$ cat src/sv/ims_pkg.sv
// shared constants, types and command structs of the ising spin update block
package ims_pkg;

    localparam int LatticeWidth = 64;
    localparam int LatticeHeight = 64;
    localparam int SiteCount = LatticeWidth * LatticeHeight;

    localparam int SiteW = 12;
    localparam int XW = $clog2(LatticeWidth);
    localparam int RowAW = $clog2(LatticeHeight);
    localparam int YW = SiteW;

    // row = site / width as a multiply by a rounded-up reciprocal, exact for all 12-bit sites
    localparam int DivShift = SiteW + XW;
    localparam int DivMul = ((1 << DivShift) + LatticeWidth - 1) / LatticeWidth;
    localparam int DivMulW = $clog2(DivMul + 1);
    localparam int DivProdW = SiteW + DivMulW;

    localparam int ActionW = 2;
    localparam int RndW = 16;
    localparam int ThrW = 17;
    localparam int ProdW = 4;
    localparam int MagW = 14;
    localparam int BondW = 15;
    localparam int EqW = 3;

    localparam int NumThr = 5;
    localparam int CfgAW = 5;
    localparam int CfgIdxW = 3;
    localparam int CfgDataW = 32;

    localparam logic [ActionW-1:0] ActLoad = 2'd0;
    localparam logic [ActionW-1:0] ActTrial = 2'd1;

    typedef logic [ThrW-1:0] thr_t;
    typedef thr_t [NumThr-1:0] thr_array_t;

    // index 0 is spin times neighbor sum of -4, index 4 is +4
    localparam thr_array_t ThrReset = {17'd0, 17'd0, 17'd65536, 17'd65536, 17'd65536};

    localparam logic [MagW-1:0] MagReset = MagW'(SiteCount);
    localparam logic [BondW-1:0] BondReset = BondW'(2 * SiteCount);

    typedef struct packed {
        logic accept;
        logic rd_mid;
        logic rd_up;
        logic rd_dn;
        logic eval;
        logic clear_wr;
    } ims_cmd_t;

    typedef struct packed {
        logic clear_last;
    } ims_status_t;

endpackage

$ cat src/sv/ims_ctrl.sv
// sequencing state machine for clearing, row reads and evaluation
module ims_ctrl (
    input  logic                 clk,
    input  logic                 rst_n,
    input  logic                 s_tvalid,
    output logic                 s_tready,
    output logic                 m_tvalid,
    input  logic                 m_tready,
    input  ims_pkg::ims_status_t status,
    output ims_pkg::ims_cmd_t    cmd
);

    typedef enum logic [2:0] {
        ST_CLEAR,
        ST_IDLE,
        ST_MID,
        ST_UP,
        ST_DN,
        ST_EVAL
    } state_t;

    state_t state_reg;
    logic   out_valid_reg;
    logic   out_free;

    assign out_free = !out_valid_reg || m_tready;

    always_comb
    begin
        cmd = '0;
        cmd.accept = (state_reg == ST_IDLE) && s_tvalid;
        cmd.rd_mid = (state_reg == ST_MID);
        cmd.rd_up = (state_reg == ST_UP);
        cmd.rd_dn = (state_reg == ST_DN);
        cmd.eval = (state_reg == ST_EVAL) && out_free;
        cmd.clear_wr = (state_reg == ST_CLEAR);
    end

    always_ff @(posedge clk or negedge rst_n)
    begin
        if (!rst_n)
        begin
            state_reg <= ST_CLEAR;
            out_valid_reg <= 1'b0;
        end
        else
        begin
            if ((state_reg == ST_EVAL) && out_free)
            begin
                out_valid_reg <= 1'b1;
            end
            else if (m_tready)
            begin
                out_valid_reg <= 1'b0;
            end
            unique case (state_reg)
                ST_CLEAR:
                begin
                    if (status.clear_last)
                    begin
                        state_reg <= ST_IDLE;
                    end
                end
                ST_IDLE:
                begin
                    if (s_tvalid)
                    begin
                        state_reg <= ST_MID;
                    end
                end
                ST_MID:
                begin
                    state_reg <= ST_UP;
                end
                ST_UP:
                begin
                    state_reg <= ST_DN;
                end
                ST_DN:
                begin
                    state_reg <= ST_EVAL;
                end
                ST_EVAL:
                begin
                    if (out_free)
                    begin
                        state_reg <= ST_IDLE;
                    end
                end
                default:
                begin
                    state_reg <= ST_IDLE;
                end
            endcase
        end
    end

    assign s_tready = (state_reg == ST_IDLE);
    assign m_tvalid = out_valid_reg;

endmodule

$ cat config.mk
export PLATFORM = sky130hd
export DESIGN_NAME = ims_ctrl
export DESIGN_NICKNAME = d
export VERILOG_FILES = /design/src/sv/ims_pkg.sv /design/src/sv/ims_ctrl.sv
export SDC_FILE = /design/constraint.sdc
export NUM_CORES = 1
export LEC_CHECK = 0
export BUFFER_PORTS_ARGS = -buffer_cell sky130_fd_sc_hd__buf_4
export CORE_AREA = 2 2 39 41
export CTS_CLUSTER_DIAMETER = 120
export CTS_CLUSTER_SIZE = 14
export DETAILED_ROUTE_END_ITERATION = 16
export DIE_AREA = 0 0 41 43
export HOLD_SLACK_MARGIN = 0.1
export PLACE_DENSITY = 0.48
export SETUP_SLACK_MARGIN = 0.4
export SLEW_MARGIN = 20
export SYNTH_ARGS = -nofsm -noshare
export SYNTH_HDL_FRONTEND = slang
export SYNTH_SLANG_ARGS = --single-unit
$ cat constraint.sdc
create_clock -name clk -period 2.1 [get_ports clk]
set_input_delay 0.42 -clock clk [delete_from_list [all_inputs] [get_ports clk]]
set_output_delay 0.42 -clock clk [all_outputs]
set_load 0.05 [all_outputs]
Word level (Yosys, flattened, before mapping)
Index checks and enable logic that the tools add are counted.
{"block": "totals", "output_inout_bits": 8, "ramBits": 0, "mem_count": 0, "in_bits": 5, "elab_cells": 23, "rom_bits": 0, "reg_bits": 4, "latchBits": 0}
{"block": "classes", "shift": 0, "n_reduce_logical": 7, "n_div": 0, "multipliers": 0, "n_addsub": 0, "order_cmp": 0, "eq_ne": 8, "bitwise": 0, "mux": 6}
{"operator": "$pmux W3 S6", "n": 1}
{"operator": "$mux W3", "n": 3}
{"operator": "$eq A3 B2 Y1 const B", "n": 2}
{"operator": "$eq A3 B3 Y1 const B", "n": 2}
{"operator": "$ne A2 B2 Y1 const B", "n": 3}
{"operator": "$eq A3 B1 Y1 const B", "n": 1}
{"operator": "$logic_not A3 Y1", "n": 1}
{"operator": "$reduce_and A3 Y1", "n": 1}
{"operator": "$logic_and A1 B1 Y1", "n": 2}
{"operator": "$mux W1", "n": 2}
{"operator": "$reduce_bool A2 Y1", "n": 1}
{"operator": "$logic_not A1 Y1", "n": 1}
{"operator": "$logic_or A1 B1 Y1", "n": 1}

Longest topological paths before layout
{"block": "logic_depth", "depth_word": 4, "mapped_depth": 4, "depth_no_buf": 3}

Worst setup path after synthesis
OpenSTA, ideal clock, no wires.
{"block": "synth_path", "kind": "reg2out", "from": "register state_reg[2]", "to": "output port cmd[5] (netlist bit)", "setup_slack_ps": -618, "stages_incl_launch_ff": 4, "t_arrival_ps": 2298, "n_path_buf": 1, "cell_sequence": "dfrtp_1 > clkbuf_1 > nor3b_1 > and2_1"}
{"element": "start: declaration", "line": "ims_ctrl.sv:22", "text": "state_t state_reg;"}
{"element": "start signal: assignment", "line": "ims_ctrl.sv:43", "text": "state_reg <= ST_CLEAR;"}
{"element": "start signal: assignment", "line": "ims_ctrl.sv:61", "text": "state_reg <= ST_IDLE;"}
{"element": "start signal: assignment", "line": "ims_ctrl.sv:68", "text": "state_reg <= ST_MID;"}
{"element": "end: declaration", "line": "ims_ctrl.sv:10", "text": "output ims_pkg::ims_cmd_t cmd"}

==> metrics <==
period utilisation layout=78.33%; H-tree depth=1; initial antenna violation count=0; largest area contributor in the netlist=dfrtp_1; Initial Util=17.09%; Synth Flop Type=dfrtp_1; grt ovf=0; die height=roughly 43 um; Buffers & Inverters on Critical Path=1; yosys warns=0; utilization after layout=between 20 and 30%; post-route antenna net violation count=0; Largest delay share family, worst path=flip-flops; DP Area=350.3 sq um; first-pass GRT wire length=848 um; setup TNS=0 ns; Async SR Flop Fraction=100.0%; Synth-to-Final Area Change=71.43%; area of the multi-input gates=140.1 sq um; Num CTS Buffers=3; fillers=164; Non-Filler Instances=58; max reg flops=3; HPWL Detailed=370.3 um; Tot GR Track Use=7.568%; post-synthesis area per instance=8.758 sq um; via count=~230; total die area=1763 sq um; Post-route DRC=0; Worst Tran Pin Value=0.1899 ns; Post-Syn Instances=27; WL/cell=8.534 um; clk root buf=clkbuf_4; core box area=1384 sq um; placed cell count=52; most frequent cell after synthesis=dfrtp_1; Worst setup EP type=primary output; pin count of the biggest net entering global routing=12; status=finished, final reports clean; cell chain of the critical path=nor3b_4, and2_1, buf_6; crit start category=flip-flop; RSZ-0062 raised after global routing=true; Max FO, Critical Path=8; fraction of layout cells with a size suffix above 1=between 50 and 60%; clock transition at the registers of the reported paths=0.04 ns; syn nets=32; CP arrival=1.22 ns; PortBufs=12; Hold WC Path Type=in -> reg; Post-synth EDFFs=0; #FFs+latches synth=4; vias in the first global route=between 200 and 250; Cell Area, Synth=236.5 sq um; maxcap violations=0; Final Max Slew Viols=0; Final Hold Vio Count=0; Seq/Total Area, Yosys=42.33%; First-pass DRT Iterations=1; drt total wl=495 um; chip width=41 um; Max-slew headroom=between 80% and 90%; CTS Buffer Depth=2; Netlist cell types=18; Worst Path Required=~1.7 ns; CTS tree=done; num rows=14; post-route cell area=405.4 sq um; fmax=between 600 and 700 MHz; Sequential cell area=between 100 and 150 sq um; Synth top area share=42.33%; # nets final=49; 1st-iter DRT viols=0; Worst-Skew Late Latency=0.23 ns; I/O pin cnt=13; largest cells by area after synthesis=dfrtp_1 42%, nor3b_1 6.3%, nand2b_1 5.3%, buf_6 4.8%, mux2_2 4.8%; diodes inserted=0; Setup CP Type=reg -> out; crit path time final=1.645 ns; commonest cells in the netlist=4 x dfrtp_1, 3 x nand2_1, 3 x nor2_1, 2 x nand2b_1, 2 x nor3b_1; Clock Skew=0.0006973 ns; Final setup viols=0; CP peak stage delay=between 0.4 and 0.5 ns; clock sink count=4; Worst path slowest cell=dfrtp_2; via density per instance=3.948; gpl congestion=0.7260
-- layout by cell type (no fill, tap or decap), drive strengths merged --
| master | count |
|---|---|
| a21oi | 1 |
| nor2b | 1 |
| nand2 | 3 |
| o21ai | 1 |
| dfrtp | 4 |
| and2 | 1 |
| mux2 | 1 |
| dlygate4sd3 | 1 |
| clkbuf | 3 |
| or3 | 1 |
| buf | 14 |
| a21o | 1 |
| nand2b | 2 |
| nor2 | 3 |
| or2 | 1 |
| nor3 | 1 |
| nor3b | 2 |
| nand3b | 1 |
-- tightest hold or removal path, stage by stage --
cell and delay [ns]:
buf_4 0.07, or3_1 0.08, a21o_1 0.10
-- layer usage --
| layer | GRT usage (%) | wire length, um |
|---|---|---|
| met1 | 7.190 | 187 |
| met4 | 6.000 | 11 |
| met5 | 0 | 0 |
| met3 | 5.236 | 32 |
| met2 | 10.63 | 264 |
-- area by class of cell --
type | instances | area share, %
clock buffer | 3 | 5.556
multi-input combinational | 20 | 34.57
sequential | 4 | 25.62
tap | 16 | 4.938
timing repair buffer | 15 | 29.32
-- through the flow --
| stage | setup WS (ns) | hold slack, ns |
|---|---|---|
| global route | 0.3828 | 0.5001 |
| floorplan | 0.08181 | 0.1244 |
| global placement | 0.5958 | 0.2196 |
| detailed placement | 0.5841 | 0.2182 |
| finish | 0.4552 | 0.4805 |
| CTS | 0.4262 | 0.4760 |
-- worst paths after layout --
path                              startpoint            to  slack (ns)  depth (start not counted)
worst max-delay path            state_reg[2]        cmd[5]        0.46                          3
worst min-delay path                  status  state_reg[0]        0.48                          3
worst max register to register  state_reg[1]  state_reg[0]        0.85                          3
worst min register to register      m_tvalid      m_tvalid        0.52                          2
max in group asynchronous              rst_n  state_reg[1]        1.47                          2
min in group asynchronous              rst_n      m_tvalid        0.52                          2
-- cell families after synthesis --
group                  synth area share [%]
multiplexers                          4.762
AO/OA/AOI/OAI                         7.405
flip-flops                            42.33
AND/OR/NAND/NOR                       37.04
buffers and inverters                 8.462
-- repair_timing --
action                     CTS  global route
setup endpoints to repair    2             2
hold buffers                 1             0
resized for setup            3             1
buffers inserted             0             2
hold endpoints to repair     4             0
Power is not shown: default switching activity piles up to over one toggle a cycle in this logic, so the estimate is an artifact.
