### src/sv/ims_pkg.sv
// shared constants, types and command structs of the ising spin update block
package ims_pkg;

    localparam int LatticeWidth = 64;
    localparam int LatticeHeight = 64;
    localparam int SiteCount = LatticeWidth * LatticeHeight;

    localparam int SiteW = 12;
    localparam int XW = $clog2(LatticeWidth);
    localparam int RowAW = $clog2(LatticeHeight);
    localparam int YW = SiteW;

    // row = site / width as a multiply by a rounded-up reciprocal, exact for all 12-bit sites
    localparam int DivShift = SiteW + XW;
    localparam int DivMul = ((1 << DivShift) + LatticeWidth - 1) / LatticeWidth;
    localparam int DivMulW = $clog2(DivMul + 1);
    localparam int DivProdW = SiteW + DivMulW;

    localparam int ActionW = 2;
    localparam int RndW = 16;
    localparam int ThrW = 17;
    localparam int ProdW = 4;
    localparam int MagW = 14;
    localparam int BondW = 15;
    localparam int EqW = 3;

    localparam int NumThr = 5;
    localparam int CfgAW = 5;
    localparam int CfgIdxW = 3;
    localparam int CfgDataW = 32;

    localparam logic [ActionW-1:0] ActLoad = 2'd0;
    localparam logic [ActionW-1:0] ActTrial = 2'd1;

    typedef logic [ThrW-1:0] thr_t;
    typedef thr_t [NumThr-1:0] thr_array_t;

    // index 0 is spin times neighbor sum of -4, index 4 is +4
    localparam thr_array_t ThrReset = {17'd0, 17'd0, 17'd65536, 17'd65536, 17'd65536};

    localparam logic [MagW-1:0] MagReset = MagW'(SiteCount);
    localparam logic [BondW-1:0] BondReset = BondW'(2 * SiteCount);

    typedef struct packed {
        logic accept;
        logic rd_mid;
        logic rd_up;
        logic rd_dn;
        logic eval;
        logic clear_wr;
    } ims_cmd_t;

    typedef struct packed {
        logic clear_last;
    } ims_status_t;

endpackage

### src/sv/ims_regs.sv
// apb threshold registers
module ims_regs (
    input  logic                            clk,
    input  logic                            rst_n,
    input  logic                            psel,
    input  logic                            penable,
    input  logic                            pwrite,
    input  logic [ims_pkg::CfgAW-1:0]       paddr,
    input  logic [ims_pkg::CfgDataW-1:0]    pwdata,
    output logic [ims_pkg::CfgDataW-1:0]    prdata,
    output ims_pkg::thr_array_t             thr
);

    ims_pkg::thr_array_t               thr_reg;
    logic                              wr_en;
    logic [ims_pkg::CfgIdxW-1:0]       reg_idx;
    logic [ims_pkg::CfgDataW-1:0]      rd_data;

    assign wr_en = psel && penable && pwrite;
    assign reg_idx = paddr[ims_pkg::CfgAW-1:2];

    always_ff @(posedge clk or negedge rst_n)
    begin
        if (!rst_n)
        begin
            thr_reg <= ims_pkg::ThrReset;
        end
        else if (wr_en)
        begin
            for (int i = 0; i < ims_pkg::NumThr; i++)
            begin
                if (reg_idx == ims_pkg::CfgIdxW'(i))
                begin
                    thr_reg[i] <= pwdata[ims_pkg::ThrW-1:0];
                end
            end
        end
    end

    always_comb
    begin
        rd_data = '0;
        for (int i = 0; i < ims_pkg::NumThr; i++)
        begin
            if (reg_idx == ims_pkg::CfgIdxW'(i))
            begin
                rd_data = ims_pkg::CfgDataW'(thr_reg[i]);
            end
        end
    end

    assign prdata = rd_data;
    assign thr = thr_reg;

endmodule

### config.mk
export PLATFORM = sky130hd
export DESIGN_NAME = ims_regs
export DESIGN_NICKNAME = d
export VERILOG_FILES = /design/src/sv/ims_pkg.sv /design/src/sv/ims_regs.sv
export SDC_FILE = /design/constraint.sdc
export NUM_CORES = 1
export LEC_CHECK = 0
export BUFFER_PORTS_ARGS = -buffer_cell sky130_fd_sc_hd__buf_2
export CELL_PAD_IN_SITES_DETAIL_PLACEMENT = 1
export CELL_PAD_IN_SITES_GLOBAL_PLACEMENT = 1
export CORE_UTILIZATION = 38
export CTS_CLUSTER_SIZE = 12
export DETAILED_ROUTE_END_ITERATION = 10
export HOLD_SLACK_MARGIN = 0.08
export PLACE_DENSITY = 0.84
export SYNTH_ARGS = -nofsm -noshare
export SYNTH_HDL_FRONTEND = slang
export SYNTH_SLANG_ARGS = --single-unit
### constraint.sdc
create_clock -name clk -period 1.55 [get_ports clk]
set_clock_uncertainty 0.05 [all_clocks]
set_input_delay 0.0775 -clock clk [delete_from_list [all_inputs] [get_ports clk]]
set_output_delay 0.0775 -clock clk [all_outputs]
set_load 0.01 [all_outputs]
---- Word level (Yosys, flattened, before mapping) ----
Cells that the tools add are included.
word-level totals
  flip-flop bits (word level) ............. 85
  input bits .............................. 42
cells by class
  equality and inequality tests ........... 4
  multiplexer cells ....................... 5
  reduce and logical (&&, ||, !) cells .... 8
operator list
  cell                number
  $mux 32             4
  $mux 17             1
  $reduce_and 2->1    5
  $eq 3x2->1 const B  2
  $eq 3x1->1 const B  1
  $eq 3x3->1 const B  1
  $logic_not 3->1     1
  $logic_and 1x1->1   2

---- Depth between registers and ports, before layout ----
  depth in word-level cells ............... 6
  mapped depth ............................ 6
  mapped depth without buffers ............ 3

---- Least setup slack after synthesis ----
Ideal clock, no wire load.
  path kind ............................... input port to flip-flop
  start point ............................. input paddr[4] (netlist bit)
  end point ............................... register thr_reg, in the netlist thr[40]
  library setup time ...................... 125 ps
  arrival ................................. 1,163 ps
  required time ........................... 1,375 ps
  slack ................................... 212 ps
  cell stages on the path ................. 4
  path through ............................ nand4b_4 nor3b_4 buf_6 mux2_2
between the ends
  longest elaborated chain between the ends .. 2
ends and longest elaborated chain
  element                         RTL line        source
  start: declaration              ims_regs.sv:8   input logic [ims_pkg::CfgAW-1:0] paddr,
  $eq 3x2->1                      ims_regs.sv:32  if (reg_idx == ims_pkg::CfgIdxW'(i))
  $reduce_and 2->1 (no line)      -
  end signal: assignment          ims_regs.sv:26  thr_reg <= ims_pkg::ThrReset;
  end signal: indexed assignment  ims_regs.sv:34  thr_reg[i] <= pwdata[ims_pkg::ThrW-1:0];
  end: declaration                ims_regs.sv:14  ims_pkg::thr_array_t thr_reg;
No other way between the ends.
A chain may end at the register's enable or synchronous reset.

---- Worst setup path after layout ----
  start point ............................. register thr_reg, in the netlist thr[75]
  end point ............................... output prdata[7] (netlist bit)
between the ends
  longest elaborated chain between the ends .. 1
ends and longest elaborated chain
  element           RTL line        source
  $mux 32           ims_regs.sv:45  if (reg_idx == ims_pkg::CfgIdxW'(i))
  end: declaration  ims_regs.sv:10  output logic [ims_pkg::CfgDataW-1:0] prdata,
No other way between the ends.

==> tab_implementation.tex <==
\begin{tabular}{lr}
\hline
Metric & Value \\
\hline
\multicolumn{2}{l}{\textbf{Power and ir drop}} \\
Worst voltage drop across the vdd grid & 782 uV \\
Total power divided by cell area & 1200 mW/mm\^{}2 \\
Leakage & between 2 and 3 nW \\
Power after layout & 6.69 mW \\
\multicolumn{2}{l}{\textbf{STA}} \\
Post-route minimum period & between 1500 and 2000 ps \\
Setup repair after global routing missed its margin & yes \\
Post-layout worst setup margin & -63.3 ps \\
Max-slew violation total from the final report & 0 \\
Final worst-path cycle share & 104\% \\
Worst-Margin Slew & 612 ps \\
Upper clock frequency limit & 0.620 GHz \\
Worst slew margin & 59.1\% \\
Number of hold-slack violations in the final timing report & 0 \\
Setup violators final & 14 \\
\multicolumn{2}{l}{\textbf{Routing}} \\
Number of nets with antenna violations after routing & 0 \\
Iteration-0 DRC Markers & 85 \\
Via count & $\sim$3.2k \\
Vias per cell & 5.16 \\
DRC & 0 \\
Final routed wirelength across all metal layers & $\sim$13,000 um \\
Detailed Routing Iterations Pass 1 & 4 \\
Detailed-route wire length per cell & approximately 21 um \\
\multicolumn{2}{l}{\textbf{Clock tree}} \\
CTS buffer count & 9 \\
Clk sinks & 85 \\
CTS root buffer & sky130\_fd\_sc\_hd\_\_clkbuf\_8 \\
Clock insertion delay at the later pin of the skew report & 340 ps \\
Clock transition at the registers of the reported paths & 100 ps \\
Clock tree from TritonCTS & done \\
CTS H-tree depth & 3 \\
Buffer depth of the longest clock path & 2 \\
\multicolumn{2}{l}{\textbf{Yosys}} \\
Post-synthesis register bit count & 85 \\
Seq/Total Area, Yosys & a little over half \\
Most used flip-flop cell after synthesis & sky130\_fd\_sc\_hd\_\_dfrtp\_1 \\
Portion of synthesized cell area occupied by the leading cell type & 50.7\% \\
Fraction of registers with async set or reset after synthesis & 100\% \\
Simple-Gate Fraction of Synth Area & 4.64\% \\
Largest family of logic cells by synthesized area & multiplexers \\
Total number of yosys warnings & 0 \\
Portion of netlist area occupied by mux cells & 32.6\% \\
Netlist Area Pre-Place & 0.00405 mm\^{}2 \\
Main area contributors after synthesis & sky130\_fd\_sc\_hd\_\_dfrtp\_1, sky130\_fd\_sc\_hd\_\_mux2\_2, sky130\_fd\_sc\_hd\_\_mux2i\_1 \\
Synth Instances & 281 \\
Number of flops mapped to enable cells by yosys & 0 \\
Compound-cell area share of the yosys netlist & under 10\% \\
Post-synth top area cell & sky130\_fd\_sc\_hd\_\_dfrtp\_1 \\
Netlist cell types & 21 \\
XOR/XNOR Fraction of Synth Area & 0\% \\
Synth Area in Adders & 0\% \\
Synthesized area divided by synthesized cell count & 14.4 um\^{}2 \\
\multicolumn{2}{l}{\textbf{Outcome}} \\
Violations in the final reports & setup timing \\
Result of the run & complete, but fails checks \\
\multicolumn{2}{l}{\textbf{Place}} \\
Cell area after placement & 0.00490 mm\^{}2 \\
Number of I/O port buffers & 126 \\
Routability congestion estimate from global placement & roughly 0.80 \\
DPL Wire Length & 8560 um \\
Pre-CTS WS & -132 ps \\
\multicolumn{2}{l}{\textbf{Die}} \\
DIE AREA & around 0.011 mm\^{}2 \\
CORE AREA & $\sim$0.010 mm\^{}2 \\
Number of placed I/O pins & 159 \\
Starting Density & 39.2\% \\
Number of rows in the core area & 37 \\
Chip height & 105 um \\
Die width & 105 um \\
\multicolumn{2}{l}{\textbf{Worst hold path}} \\
Worst hold-check path type & in -> async \\
\multicolumn{2}{l}{\textbf{Cells and area}} \\
Synth-to-layout area growth & 37.7\% \\
NumNets Final & 519 \\
Final design area excluding fillers & 0.00557 mm\^{}2 \\
Commonest non-fill, non-tap cell in the layout & sky130\_fd\_sc\_hd\_\_buf\_2 \\
Antenna diode count & 0 \\
Max FFs per register & 85 \\
Fraction of final layout cells sized beyond drive strength 1 & between 60\% and 70\% \\
Filler Cells Inserted & about 1.1k \\
Commonest cells after routing, fill and taps aside & sky130\_fd\_sc\_hd\_\_buf\_2, sky130\_fd\_sc\_hd\_\_mux2\_2, sky130\_fd\_sc\_hd\_\_dfrtp\_1 \\
\multicolumn{2}{l}{\textbf{Setup path}} \\
Class of the most critical setup path & reg -> out \\
Critical Path Start Type & flop \\
Reg-to-reg critical path startpoint & thr[2] \\
Register-to-Register Setup Slack & approximately 460 ps \\
Crit path required time & 1420 ps \\
R2r endpoint & thr[2] \\
Number of cells traversed by the worst register-to-register path & 3 \\
Sequence of cells on the critical path & mux2\_4 -> a221o\_1 -> buf\_2 \\
Crit end category & output pin \\
Worst endpoint data arrival time & 1490 ps \\
Maximum cell stage delay along the critical path & 420 ps \\
Critical Path Fanout Max & 2 \\
Slowest CP cell & sky130\_fd\_sc\_hd\_\_dfrtp\_1 \\
\multicolumn{2}{l}{\textbf{Run}} \\
Max-cap violation count & 0 \\
\multicolumn{2}{l}{\textbf{Global route}} \\
Global-route wire length before repair & about 20,000 um \\
Antenna violations before repair & 0 \\
Largest net degree at the start of global routing & 48 \\
Aggregate global routing overflow & 0 \\
Via count of the first global-routing pass & roughly 3.4k \\
All-Layer GR Usage & 23.9\% \\
\hline
\end{tabular}
[kinds of logic after synthesis]
| group | after synthesis |
|---|---|
| compound gates | 18 |
| buf+inv | 30 |
| flops | 85 |
| mux | 119 |
| other cells | 1 |
| simple gates | 28 |
[where the power goes]
part           internal, mW  switching (mW)  total [mW]
Clock                 0.744           0.821        1.57
Combinational          1.15           0.986        2.13
Sequential             2.66           0.336        3.00
[routing by layer]
| layer | vias up | track usage [%] | part of all wire (%) | wire length (um) |
|---|---|---|---|---|
| met1 | 1656 | 28.3 | 40 | 5140 |
| met4 | 0 | 9.46 | 2.1 | 277 |
| li1 | 1396 | - | - | - |
| met2 | 111 | 43.3 | 54 | 7050 |
| met3 | 25 | 3.37 | 3.7 | 475 |
| met5 | - | 0 | 0 | 0 |
[metrics by stage]
| stage | hold slack [ps] | setup TNS, ps | std cells | utilization, % |
|---|---|---|---|---|
| finish | 227 | -440 | 618 | 54.0 |
| global route | 237 | -1150 | 618 | 54.0 |
| CTS | 227 | -439 | 613 | 53.6 |
| detailed placement | -107 | -1360 | 552 | 47.5 |
| global placement | -111 | -62.8 | 552 | 47.5 |
| floorplan | -268 | 0 | 295 | - |
[synth_stat cells (2+ instances only)]
cell type,n
sky130_fd_sc_hd__dfrtp_1,82
sky130_fd_sc_hd__mux2i_1,18
sky130_fd_sc_hd__buf_2,2
sky130_fd_sc_hd__nor2_1,17
sky130_fd_sc_hd__a221o_1,16
sky130_fd_sc_hd__buf_6,5
sky130_fd_sc_hd__mux2_2,101
sky130_fd_sc_hd__dfstp_2,3
sky130_fd_sc_hd__nor3_4,2
sky130_fd_sc_hd__nor2_2,3
sky130_fd_sc_hd__buf_4,21
sky130_fd_sc_hd__clkbuf_1,2
[worst max-delay path, delay by kind of cell (launching register included)]
kind / cells / cell delay (ps)
DFF: 1 / 420
AOI/OAI and AO/OA: 1 / 300
muxes: 1 / 270
buffers and inverters: 1 / 140
[cell type report]
cell class                      instances  area (um^2)  share of cell area (%)
Sequential cell                        85         2130                    38.2
Multi-Input combinational cell        180         1800                    32.3
Timing Repair Buffer                  201         1280                    23.0
Tap cell                              136          170                    3.05
Clock buffer                           10          128                    2.29
Clock inverter                          6         61.3                    1.10
[timing repair]
action | CTS | global route
hold buffers | 19 | 0
gates cloned | 0 | 0
endpoints found under the hold margin | 167 | 0
buffers inserted | 26 | 5
pin swaps | 16 | 0
endpoints found under the setup margin | 17 | 16
gates resized for setup | 15 | 1
[how the worst max path moves through the flow]
stage               startpoint          to  slack, ps
global placement      paddr[2]  prdata[11]        -30
CTS                    thr[13]  prdata[13]        -60
global route           thr[75]   prdata[7]       -110
detailed placement    paddr[2]  prdata[11]       -130
finish                 thr[75]   prdata[7]        -60
floorplan             paddr[4]     thr[40]        210
Note: power is estimated with default switching activity, not from simulation.
